$ cat config.mk
export PLATFORM = sky130hd
export DESIGN_NAME = ethernet_rx_filter_demux_unit_flat
export DESIGN_NICKNAME = d
export VERILOG_FILES = /design/src/hdl/erfd_pkg.sv /design/src/hdl/erfd_if.sv /design/src/hdl/ethernet_rx_filter_demux_unit.sv /design/src/flat_wrapper.sv
export VERILOG_INCLUDE_DIRS = /design/src /design/src/hdl
export SDC_FILE = /design/constraint.sdc
export NUM_CORES = 1
export LEC_CHECK = 0
export BUFFER_PORTS_ARGS = -buffer_cell sky130_fd_sc_hd__buf_2
export CORE_MARGIN = 2
export CORE_UTILIZATION = 47
export CTS_BUF_LIST = sky130_fd_sc_hd__clkbuf_8
export CTS_CLUSTER_SIZE = 28
export DETAILED_ROUTE_END_ITERATION = 10
export PLACE_DENSITY = 0.7
export SLEW_MARGIN = 30
export SYNTH_ARGS = -nofsm -noshare
export SYNTH_HDL_FRONTEND = slang
export SYNTH_SLANG_ARGS = --single-unit
$ cat constraint.sdc
create_clock -name clk_i -period 2.1 [get_ports clk_i]
set_clock_uncertainty 0.1 [all_clocks]
set_input_delay 0.21 -clock clk_i [delete_from_list [all_inputs] [get_ports clk_i]]
set_output_delay 0.21 -clock clk_i [all_outputs]
set_load 0.02 [all_outputs]
$ cat src/hdl/ethernet_rx_filter_demux_unit_assert.svh
// assertion macros for the receive filter
`ifndef ETHERNET_RX_FILTER_DEMUX_UNIT_ASSERT_SVH
`define ETHERNET_RX_FILTER_DEMUX_UNIT_ASSERT_SVH

// same-cycle implication, checked outside reset
`define ERFD_ASSERT_NOW(label, clk, rst_n, ante, cons) \
  label: assert property (@(posedge clk) disable iff (!rst_n) (ante) |-> (cons)) \
    else $error("erfd assertion failed");

// next-cycle implication, checked outside reset
`define ERFD_ASSERT_NEXT(label, clk, rst_n, ante, cons) \
  label: assert property (@(posedge clk) disable iff (!rst_n) (ante) |=> (cons)) \
    else $error("erfd assertion failed");

`endif

$ cat src/hdl/erfd_pkg.sv
package erfd_pkg;

  localparam int unsigned MacW     = 48;
  localparam int unsigned ByteW    = 8;
  localparam int unsigned PosW     = 4;
  localparam int unsigned CfgIdxW  = 2;

  localparam logic [PosW-1:0] MacBytes  = 4'd6;
  localparam logic [PosW-1:0] TypeHiPos = 4'd12;
  localparam logic [PosW-1:0] TypeLoPos = 4'd13;
  localparam logic [PosW-1:0] HdrLen    = 4'd14;

  localparam logic [ByteW-1:0] BcastByte = 8'hFF;
  localparam logic [15:0]      TypeIpv4  = 16'h0800;
  localparam logic [15:0]      TypeArp   = 16'h0806;

  // register indexes
  localparam logic [CfgIdxW-1:0] CfgStationMac = 2'd0;
  localparam logic [CfgIdxW-1:0] CfgIpv4En     = 2'd1;
  localparam logic [CfgIdxW-1:0] CfgArpEn      = 2'd2;

  typedef enum logic [1:0] {
    ROUTE_IPV4 = 2'd0,
    ROUTE_ARP  = 2'd1,
    ROUTE_DROP = 2'd2
  } route_e;

  // byte of the station address at a given destination position
  function automatic logic [ByteW-1:0] mac_byte(input logic [MacW-1:0] mac,
                                                input logic [PosW-1:0] pos);
    logic [ByteW-1:0] b;
    unique case (pos)
      4'd0:    b = mac[47:40];
      4'd1:    b = mac[39:32];
      4'd2:    b = mac[31:24];
      4'd3:    b = mac[23:16];
      4'd4:    b = mac[15:8];
      default: b = mac[7:0];
    endcase
    return b;
  endfunction

endpackage

$ cat src/hdl/erfd_if.sv
interface erfd_rx_if;
  logic                         valid;
  logic                         ready;
  logic [erfd_pkg::ByteW-1:0]   rx_byte;
  logic                         last_byte;
  modport source (output valid, rx_byte, last_byte, input ready);
  modport sink   (input valid, rx_byte, last_byte, output ready);
endinterface

interface erfd_res_if;
  logic                         valid;
  logic                         ready;
  logic [erfd_pkg::ByteW-1:0]   payload_byte;
  logic                         route;
  logic                         last_of_payload;
  logic                         empty_payload;
  modport source (output valid, payload_byte, route, last_of_payload, empty_payload,
                  input ready);
  modport sink   (input valid, payload_byte, route, last_of_payload, empty_payload,
                  output ready);
endinterface

interface erfd_cfg_if;
  logic                           valid;
  logic                           ready;
  logic [erfd_pkg::CfgIdxW-1:0]   index;
  logic [erfd_pkg::MacW-1:0]      data;
  modport source (output valid, index, data, input ready);
  modport sink   (input valid, index, data, output ready);
endinterface

$ cat src/hdl/ethernet_rx_filter_demux_unit.sv
// channel  | dir | payload
// ---------+-----+------------------------------------------------
// rx_i     | in  | rx_byte[7:0], last_byte
// res_o    | out | payload_byte[7:0], route, last_of_payload, empty_payload
// cfg_i    | in  | index[1:0] (0 station_mac, 1 ipv4_enabled, 2 arp_enabled), data[47:0]
//
// one frame byte per cycle while intake is not stalled; any result it gives sits in the output register the next cycle
// the output register is refilled in the same cycle it is taken, so no bubbles
// a stalled output stops intake only while the held result is not taken
// rst_ni clears frame state, the configuration registers and the output valid; configuration writes always accepted
module ethernet_rx_filter_demux_unit (
  input  logic           clk_i,
  input  logic           rst_ni,
  erfd_rx_if.sink        rx_i,
  erfd_res_if.source     res_o,
  erfd_cfg_if.sink       cfg_i
);

  `include "ethernet_rx_filter_demux_unit_assert.svh"

  logic [erfd_pkg::MacW-1:0]  station_mac_q;
  logic                       ipv4_en_q;
  logic                       arp_en_q;

  logic [erfd_pkg::PosW-1:0]  pos_q, pos_d;
  logic                       addr_match_q, addr_match_d;
  logic                       addr_bcast_q, addr_bcast_d;
  logic [erfd_pkg::ByteW-1:0] type_hi_q, type_hi_d;
  erfd_pkg::route_e           route_q, route_d;

  logic                       res_valid_q;
  logic [erfd_pkg::ByteW-1:0] res_byte_q;
  logic                       res_route_q;
  logic                       res_last_q;
  logic                       res_empty_q;

  logic                       in_fire;
  logic                       out_free;
  logic                       has_res;
  logic [erfd_pkg::ByteW-1:0] res_byte_d;
  logic                       res_route_d;
  logic                       res_last_d;
  logic                       res_empty_d;
  logic [15:0]                ether_type;
  erfd_pkg::route_e           new_route;

  assign out_free = !res_valid_q || res_o.ready;
  assign rx_i.ready = out_free;
  assign in_fire = rx_i.valid && out_free;
  assign cfg_i.ready = 1'b1;

  always_ff @(posedge clk_i or negedge rst_ni) begin
    if (!rst_ni) begin
      station_mac_q <= '0;
      ipv4_en_q     <= 1'b0;
      arp_en_q      <= 1'b0;
    end else if (cfg_i.valid) begin
      unique case (cfg_i.index)
        erfd_pkg::CfgStationMac: station_mac_q <= cfg_i.data;
        erfd_pkg::CfgIpv4En:     ipv4_en_q     <= cfg_i.data[0];
        erfd_pkg::CfgArpEn:      arp_en_q      <= cfg_i.data[0];
        default: ;
      endcase
    end
  end

  assign ether_type = {type_hi_q, rx_i.rx_byte};

  always_comb begin
    new_route = erfd_pkg::ROUTE_DROP;
    if (addr_match_q || addr_bcast_q) begin
      if (ether_type == erfd_pkg::TypeIpv4 && ipv4_en_q) begin
        new_route = erfd_pkg::ROUTE_IPV4;
      end else if (ether_type == erfd_pkg::TypeArp && arp_en_q) begin
        new_route = erfd_pkg::ROUTE_ARP;
      end
    end
  end

  always_comb begin
    pos_d        = pos_q;
    addr_match_d = addr_match_q;
    addr_bcast_d = addr_bcast_q;
    type_hi_d    = type_hi_q;
    route_d      = route_q;
    has_res      = 1'b0;
    res_byte_d   = rx_i.rx_byte;
    res_route_d  = route_q[0];
    res_last_d   = rx_i.last_byte;
    res_empty_d  = 1'b0;

    if (pos_q < erfd_pkg::MacBytes) begin
      if (rx_i.rx_byte != erfd_pkg::mac_byte(station_mac_q, pos_q)) begin
        addr_match_d = 1'b0;
      end
      if (rx_i.rx_byte != erfd_pkg::BcastByte) begin
        addr_bcast_d = 1'b0;
      end
    end else if (pos_q == erfd_pkg::TypeHiPos) begin
      type_hi_d = rx_i.rx_byte;
    end else if (pos_q == erfd_pkg::TypeLoPos) begin
      route_d = new_route;
      // header-only frame gives one empty result unless it is dropped
      if (rx_i.last_byte && new_route != erfd_pkg::ROUTE_DROP) begin
        has_res     = 1'b1;
        res_byte_d  = '0;
        res_route_d = new_route[0];
        res_empty_d = 1'b1;
      end
    end else if (pos_q >= erfd_pkg::HdrLen) begin
      has_res = (route_q != erfd_pkg::ROUTE_DROP);
    end

    if (pos_q < erfd_pkg::HdrLen) begin
      pos_d = pos_q + 4'd1;
    end

    if (rx_i.last_byte) begin
      pos_d        = '0;
      addr_match_d = 1'b1;
      addr_bcast_d = 1'b1;
      type_hi_d    = '0;
      route_d      = erfd_pkg::ROUTE_DROP;
    end
  end

  always_ff @(posedge clk_i or negedge rst_ni) begin
    if (!rst_ni) begin
      pos_q        <= '0;
      addr_match_q <= 1'b1;
      addr_bcast_q <= 1'b1;
      type_hi_q    <= '0;
      route_q      <= erfd_pkg::ROUTE_DROP;
    end else if (in_fire) begin
      pos_q        <= pos_d;
      addr_match_q <= addr_match_d;
      addr_bcast_q <= addr_bcast_d;
      type_hi_q    <= type_hi_d;
      route_q      <= route_d;
    end
  end

  always_ff @(posedge clk_i or negedge rst_ni) begin
    if (!rst_ni) begin
      res_valid_q <= 1'b0;
    end else if (out_free) begin
      res_valid_q <= in_fire && has_res;
    end
  end

  always_ff @(posedge clk_i) begin
    if (out_free) begin
      res_byte_q  <= res_byte_d;
      res_route_q <= res_route_d;
      res_last_q  <= res_last_d;
      res_empty_q <= res_empty_d;
    end
  end

  assign res_o.valid           = res_valid_q;
  assign res_o.payload_byte    = res_byte_q;
  assign res_o.route           = res_route_q;
  assign res_o.last_of_payload = res_last_q;
  assign res_o.empty_payload   = res_empty_q;

  `ERFD_ASSERT_NEXT(a_restart_after_last, clk_i, rst_ni, in_fire && rx_i.last_byte,
                    pos_q == '0 && route_q == erfd_pkg::ROUTE_DROP)
  `ERFD_ASSERT_NOW(a_route_only_in_payload, clk_i, rst_ni,
                   route_q != erfd_pkg::ROUTE_DROP, pos_q == erfd_pkg::HdrLen)
  `ERFD_ASSERT_NOW(a_empty_is_last, clk_i, rst_ni, res_valid_q && res_empty_q,
                   res_last_q && res_byte_q == '0)
  `ERFD_ASSERT_NOW(a_stall_only_when_held, clk_i, rst_ni, !rx_i.ready,
                   res_valid_q && !res_o.ready)

endmodule
$ cat src/flat_wrapper.sv
// flat-port wrapper written by rule: the top's interface ports become plain ports
module ethernet_rx_filter_demux_unit_flat 
  (clk_i, rst_ni, rx_i_valid, rx_i_rx_byte, rx_i_last_byte, rx_i_ready, res_o_valid, res_o_payload_byte, res_o_route, res_o_last_of_payload, res_o_empty_payload, res_o_ready, cfg_i_valid, cfg_i_index, cfg_i_data, cfg_i_ready);
  erfd_rx_if rx_i_i ();
  erfd_res_if res_o_i ();
  erfd_cfg_if cfg_i_i ();
  input  logic clk_i;
  input  logic rst_ni;
  input wire logic [$bits(rx_i_i.valid)-1:0] rx_i_valid;
  input wire logic [$bits(rx_i_i.rx_byte)-1:0] rx_i_rx_byte;
  input wire logic [$bits(rx_i_i.last_byte)-1:0] rx_i_last_byte;
  output wire logic [$bits(rx_i_i.ready)-1:0] rx_i_ready;
  output wire logic [$bits(res_o_i.valid)-1:0] res_o_valid;
  output wire logic [$bits(res_o_i.payload_byte)-1:0] res_o_payload_byte;
  output wire logic [$bits(res_o_i.route)-1:0] res_o_route;
  output wire logic [$bits(res_o_i.last_of_payload)-1:0] res_o_last_of_payload;
  output wire logic [$bits(res_o_i.empty_payload)-1:0] res_o_empty_payload;
  input wire logic [$bits(res_o_i.ready)-1:0] res_o_ready;
  input wire logic [$bits(cfg_i_i.valid)-1:0] cfg_i_valid;
  input wire logic [$bits(cfg_i_i.index)-1:0] cfg_i_index;
  input wire logic [$bits(cfg_i_i.data)-1:0] cfg_i_data;
  output wire logic [$bits(cfg_i_i.ready)-1:0] cfg_i_ready;
  assign rx_i_i.valid = rx_i_valid;
  assign rx_i_i.rx_byte = rx_i_rx_byte;
  assign rx_i_i.last_byte = rx_i_last_byte;
  assign rx_i_ready = rx_i_i.ready;
  assign res_o_valid = res_o_i.valid;
  assign res_o_payload_byte = res_o_i.payload_byte;
  assign res_o_route = res_o_i.route;
  assign res_o_last_of_payload = res_o_i.last_of_payload;
  assign res_o_empty_payload = res_o_i.empty_payload;
  assign res_o_i.ready = res_o_ready;
  assign cfg_i_i.valid = cfg_i_valid;
  assign cfg_i_i.index = cfg_i_index;
  assign cfg_i_i.data = cfg_i_data;
  assign cfg_i_ready = cfg_i_i.ready;
  ethernet_rx_filter_demux_unit u_core (.clk_i(clk_i), .rst_ni(rst_ni), .rx_i(rx_i_i), .res_o(res_o_i), .cfg_i(cfg_i_i));
endmodule
After elaboration in Yosys (flattened, before gate mapping):

Index checks and enable logic that the tools add are counted.

* logic and storage cells: 92
* output and inout bits: 14
* flip-flop bits (word level): 78
* input bits: 64

* add/sub/neg operators: 1
* reductions and logical operators: 25
* bitwise logic cells: 1
* magnitude comparators: 3
* mux-type cells: 33
* eq/ne operators: 16

Operators by type and width (count)
* $mux W8: 8
* $pmux W8 S5: 1
* $eq A16 B12 Y1 const B: 2
* $mux W1: 15
* $mux W2: 7
* $reduce_bool A2 Y1: 6
* $reduce_and A3 Y1: 3
* $eq A4 B2 Y1 const B: 2
* $eq A4 B4 Y1 const B: 2
* $mux W4: 2
* $ne A2 B2 Y1 const B: 4
* $ne A8 B8 Y1: 1
* $ne A8 B8 Y1 const B: 1
* $reduce_and A2 Y1: 4
* $logic_and A1 B1 Y1: 5
* $add A4 B1 Y4 const B: 1
* $eq A4 B1 Y1 const B: 1
* $eq A4 B3 Y1 const B: 1
* $ge A4 B4 Y1 const B: 1
* $logic_not A4 Y1: 1
* $lt A4 B3 Y1 const B: 1
* $lt A4 B4 Y1 const B: 1
* $reduce_and A4 Y1: 1
* $reduce_or A3 Y1: 1
* other kinds (6): 7

Depth between registers and ports, before layout:

* word-level depth: 12
* depth in mapped cells: 10
* gate-level depth less buffers: 8

Worst setup path before layout:

Ideal clock, no wire load.

* kind: register -> register
* start point: register u_core.res_valid_q, in the netlist u_core.res_o.valid
* end point: register u_core.type_hi_q[0] in the netlist's numbering
* period minus slack after synthesis: 2.232 ns
* library setup time: 0.067 ns
* required time: 1.933 ns
* cell stages (with the launch flop): 5
* setup slack: -0.132 ns
* arrival time: 2.065 ns
* cells stage by stage: dfrtp_1 nand2b_1 nand2_1 nor4_1 a22o_1

* word-level cells in the longest chain between the ends: 4

Ends and longest elaborated chain
* start: declaration: RTL line ethernet_rx_filter_demux_unit.sv:31 `logic res_valid_q;`
* start signal: assignment: RTL line ethernet_rx_filter_demux_unit.sv:147 `res_valid_q <= in_fire && has_res;`
* $logic_not A1 Y1: RTL line ethernet_rx_filter_demux_unit.sv:47 `assign out_free = !res_valid_q || res_o.ready;`
* $logic_or A1 B1 Y1: RTL line ethernet_rx_filter_demux_unit.sv:47
* via rx_i_ready: RTL line flat_wrapper.sv:12 `output wire logic [$bits(rx_i_i.ready)-1:0] rx_i_ready;`
* $logic_and A1 B1 Y1: RTL line ethernet_rx_filter_demux_unit.sv:49 `assign in_fire = rx_i.valid && out_free;`
* $reduce_and A3 Y1 (no line)
* end signal: assignment: RTL line ethernet_rx_filter_demux_unit.sv:138 `type_hi_q <= type_hi_d;`
* end: declaration: RTL line ethernet_rx_filter_demux_unit.sv:28 `logic [erfd_pkg::ByteW-1:0] type_hi_q, type_hi_d;`

The timed path passes the listed nets, and every way through them passes these cells.
A chain may end at the register's enable or synchronous reset.

Worst setup path in the final report:

* start point: register u_core.pos_q[1] in the netlist's numbering
* end point: register u_core.addr_match_q

* word-level cells in the longest chain between the ends: 6
* elaborated cells on any way between the ends: 12
* classes of those cells: 1 x order compare; 5 x eq/ne; 2 x mux; 4 x reduce/logical

Ends and longest elaborated chain
* start: declaration: RTL line ethernet_rx_filter_demux_unit.sv:25 `logic [erfd_pkg::PosW-1:0] pos_q, pos_d;`
* start signal: assignment: RTL line ethernet_rx_filter_demux_unit.sv:135 `pos_q <= pos_d;`
* $eq A4 B3 Y1, or another cell as far along: RTL line erfd_pkg.sv:32 `unique case (pos)`
* $pmux W8 S5: RTL line erfd_pkg.sv:32
* $mux W8: RTL line ethernet_rx_filter_demux_unit.sv:92 `if (pos_q < erfd_pkg::MacBytes) begin`
* $ne A8 B8 Y1: RTL line ethernet_rx_filter_demux_unit.sv:93 `if (rx_i.rx_byte != erfd_pkg::mac_byte(station_mac_q, pos_q)) begin`
* $reduce_bool A2 Y1 (no line)
* $reduce_and A3 Y1 (no line) *
* end signal: assignment: RTL line ethernet_rx_filter_demux_unit.sv:136 `addr_match_q <= addr_match_d;`
* end: declaration: RTL line ethernet_rx_filter_demux_unit.sv:26 `logic addr_match_q, addr_match_d;`

Mark *: on every way between the ends. The rest lies on a longest branch, timed or not. The select of a mux whose other input is x is not followed.

==> out/results.tsv <==
metric	value	unit
startpoint_type	flop	
cp_slowest_cell	dfrtp_2	
nets	518	
synth-compound-area-share	0.1455	
synthCells	299	
portBuffers	76	
status	finished, violations left	
cts_buffer_depth	2	
postPlaceCellArea	4312	µm²
vias	3031	
period_minus_slack	2.331	ns
drt-pass1-iter-count	5	
insertion_delay	0.36	ns
ys_ff_latch	78	
antenna_found_initial	0	
hpwl	5.871	mm
cp_data_required_time	2.25	ns
synth_edf_count	11	
final_common_cell	buf_2	
n_antenna_cell	0	
synth_nets	367	
grt_pass1_wl	15.53	mm
cts_tree	yes	
via_per_inst	5.442	
core_area	7607	µm²
grt_usage	0.2360	
drtIter0Drc	219	
cts-root-buf	clkbuf_8	
cts_max_level	3	
synth_top_family_by_area	multiplexers	
ys_types	50	
setup_tns	-0.2313	ns
cp_data_arrival_time	2.48	ns
fp.dieH	91.78	µm
irDropWorstVdd	0.5968	mV
syn_area	3621	µm²
yosysSeqAreaShare	0.5553	
crit_top_cell	buf_4	
final_area	5224	µm²
power_density	791.5	nW/µm²
cp_max_fo	5	
cp_top_family	compound AO/OA/AOI/OAI gates	
grt_max_degree	51	
finalCritPeriodShare	1.110	
synth-main-ff-cell	dfrtp_1	
syn_area_per_cell	12.11	µm²
drc	0	
cts.sinks	78	
grt_setup_unrepaired	yes	
start_util	0.4760	
wl_per_cell	17.33	µm
gp_congestion	0.8937	
worst_slew_pin_slew	0.6440	ns
synth_xor_area_frac	0.01209	
dieWidth	91.78	µm
syn2layout_area_growth	44.26	%
grt.overflow.total	0	
slew_violations	0	
path_buf_inv	3	
path_clk_slew	0.09	ns
critPathKind	flop to flop	
grt_pass1_vias	3118	
io_pins	78	
synth_simple_gate_area_share	0.07913	
fp-row-count	32	
final_layout_size_suffix_gt1_frac	0.4659	
fmax	0.4289	GHz
drv_cap	0	
synth_mux_area_frac	0.1548	
drt.antenna.violating_nets	0	
violations	negative setup slack	
hold_viol_final	0	
yosysWarningCount	0	
drt_wl_total	9.654	mm
setup_ws	-0.2313	ns
max_stage_delay	0.45	ns
endpoint_kind	flop	
die-area	8423	µm²
cts_made_buffers	9	
setup_viol	1	
synthAdderAreaFrac	0.01382	
p_leak	2.294	nW
layout.cells.most_common_list	buf_2, dfrtp_1, dlygate4sd3_1	
cp_cell_sequence	buf_4, ha_4, buf_6, buf_4, a221oi_4, o41ai_2, a211oi_2, o211ai_1, o31ai_1	
worstHoldPathType	input pin to flop	
maxSlewHeadroom	0.5707	
async_flop_share	0.8590	
[cell families (layout without fill, tap and decap cells)]
family,count (synthesis),in the layout
DFF,78,78
AOI/OAI and AO/OA,72,72
and+or+nand+nor,57,57
muxes,50,50
buffers and inverters,32,188
xor gates and xnor gates,5,5
adders and majority gates,4,4
other,1,1
[synthesized netlist by cell type (2+ instances only)]
| cell type | number | area share |
|---|---|---|
| nor4_1 | 4 | 0.0069 |
| a211o_1 | 4 | 0.0097 |
| nand3b_1 | 2 | 0.0041 |
| dfstp_2 | 3 | 0.022 |
| o21ai_0 | 6 | 0.0083 |
| a222oi_1 | 3 | 0.0083 |
| buf_2 | 3 | 0.0041 |
| a211oi_1 | 4 | 0.0083 |
| a31oi_1 | 2 | 0.0035 |
| a221oi_1 | 2 | 0.0048 |
| nor3_1 | 4 | 0.0055 |
| inv_1 | 7 | 0.0073 |
| and4_1 | 3 | 0.0073 |
| edfxtp_1 | 11 | 0.091 |
| clkbuf_1 | 18 | 0.019 |
| nor2_1 | 13 | 0.013 |
| a22oi_1 | 12 | 0.025 |
| a22o_1 | 8 | 0.019 |
| a221oi_2 | 2 | 0.0083 |
| and2_1 | 2 | 0.0035 |
| nand2_1 | 18 | 0.019 |
| mux2i_1 | 2 | 0.0055 |
| dfrtp_1 | 64 | 0.44 |
| a21boi_0 | 3 | 0.0062 |
| nand4_1 | 2 | 0.0035 |
| buf_4 | 2 | 0.0041 |
| nand3_1 | 3 | 0.0041 |
| mux2_2 | 48 | 0.15 |
| a21oi_1 | 15 | 0.021 |
| o22ai_1 | 3 | 0.0052 |
| ha_1 | 4 | 0.014 |
| xnor2_1 | 4 | 0.0097 |
[per-stage QoR]
step                      total power, mW  std cells  hold WS [ns]  setup WS, ns  utilization
after floorplan                     2.422        299       -0.1856      -0.04754            -
after global placement              2.711        482        0.1587       -0.1338       0.5668
after detailed placement            2.738        482        0.1690       -0.2322       0.5668
after CTS                           4.048        552      0.008979      -0.08935       0.6727
after global routing                4.313        557       0.01971       -0.3199       0.6867
final                               4.134        557       0.01988       -0.2313       0.6867
[sequential cells by signal, summed over array words and instances (netlist names)]
register	flops
u_core.addr_bcast_q	1
u_core.addr_match_q	1
u_core.res_o.last_of_payload	1
u_core.res_o.payload_byte	8
u_core.res_o.route	1
u_core.res_o.valid	1
u_core.pos_q	4
u_core.res_o.empty_payload	1
u_core.station_mac_q	48
u_core.type_hi_q	8
u_core.ipv4_en_q	1
u_core.arp_en_q	1
u_core.route_q	2
[power breakdown]
part | total [mW] | switching, mW | internal [mW]
combinational | 1.07 | 0.481 | 0.584
clock | 1.17 | 0.608 | 0.563
sequential | 1.90 | 0.156 | 1.74
total | 4.13 | 1.24 | 2.89
[final cells by class]
| type | count | area (µm²) |
|---|---|---|
| inverter | 8 | 35.03 |
| clock inverter | 7 | 80.08 |
| tap | 102 | 127.6 |
| sequential | 78 | 2013 |
| clock buffer | 9 | 123.9 |
| fill | 562 | 2384 |
| timing repair buffer | 164 | 1199 |
| multi-input combinational | 189 | 1645 |
[what timing repair did]
| item | 4_1_cts | 5_1_grt |
|---|---|---|
| hold buffers | 48 | 0 |
| pin swaps | 10 | 15 |
| resized for setup | 17 | 13 |
| setup buffers | 5 | 5 |
| endpoints found under the setup margin | 1 | 2 |
| hold endpoints to repair | 70 | 0 |
| gates cloned | 1 | 0 |
[path summary, 6_finish.rpt]
check,start,endpoint,slack (ns),cells past startpoint
min in group asynchronous,rst_ni,u_core.type_hi_q[6],0.30,2
min,cfg_i_data[9],u_core.station_mac_q[9],0.02,2
max in group asynchronous,rst_ni,u_core.pos_q[0],0.95,3
max,u_core.pos_q[1],u_core.addr_match_q,-0.23,9
min reg2reg,u_core.addr_bcast_q,u_core.addr_bcast_q,0.39,2
max reg2reg,u_core.pos_q[1],u_core.addr_match_q,-0.23,9
[worst reg2reg max path, delay by kind of cell (launching register included)]
| kind | cells | cell delay (ns) |
|---|---|---|
| AOI/OAI and AO/OA | 5 | 1.09 |
| adders and majority gates | 1 | 0.17 |
| buffers and inverters | 3 | 0.43 |
| DFF | 1 | 0.45 |
[metal layers]
metal / vias up / global-route usage / wire length [µm]
met5: - / 0 / 0
met4: 0 / 0.08085 / 131
met3: 14 / 0.04355 / 494
met2: 120 / 0.4087 / 5062
met1: 1495 / 0.2984 / 3966
li1: 1402 / - / -
Power figures use the tool's default switching activity.
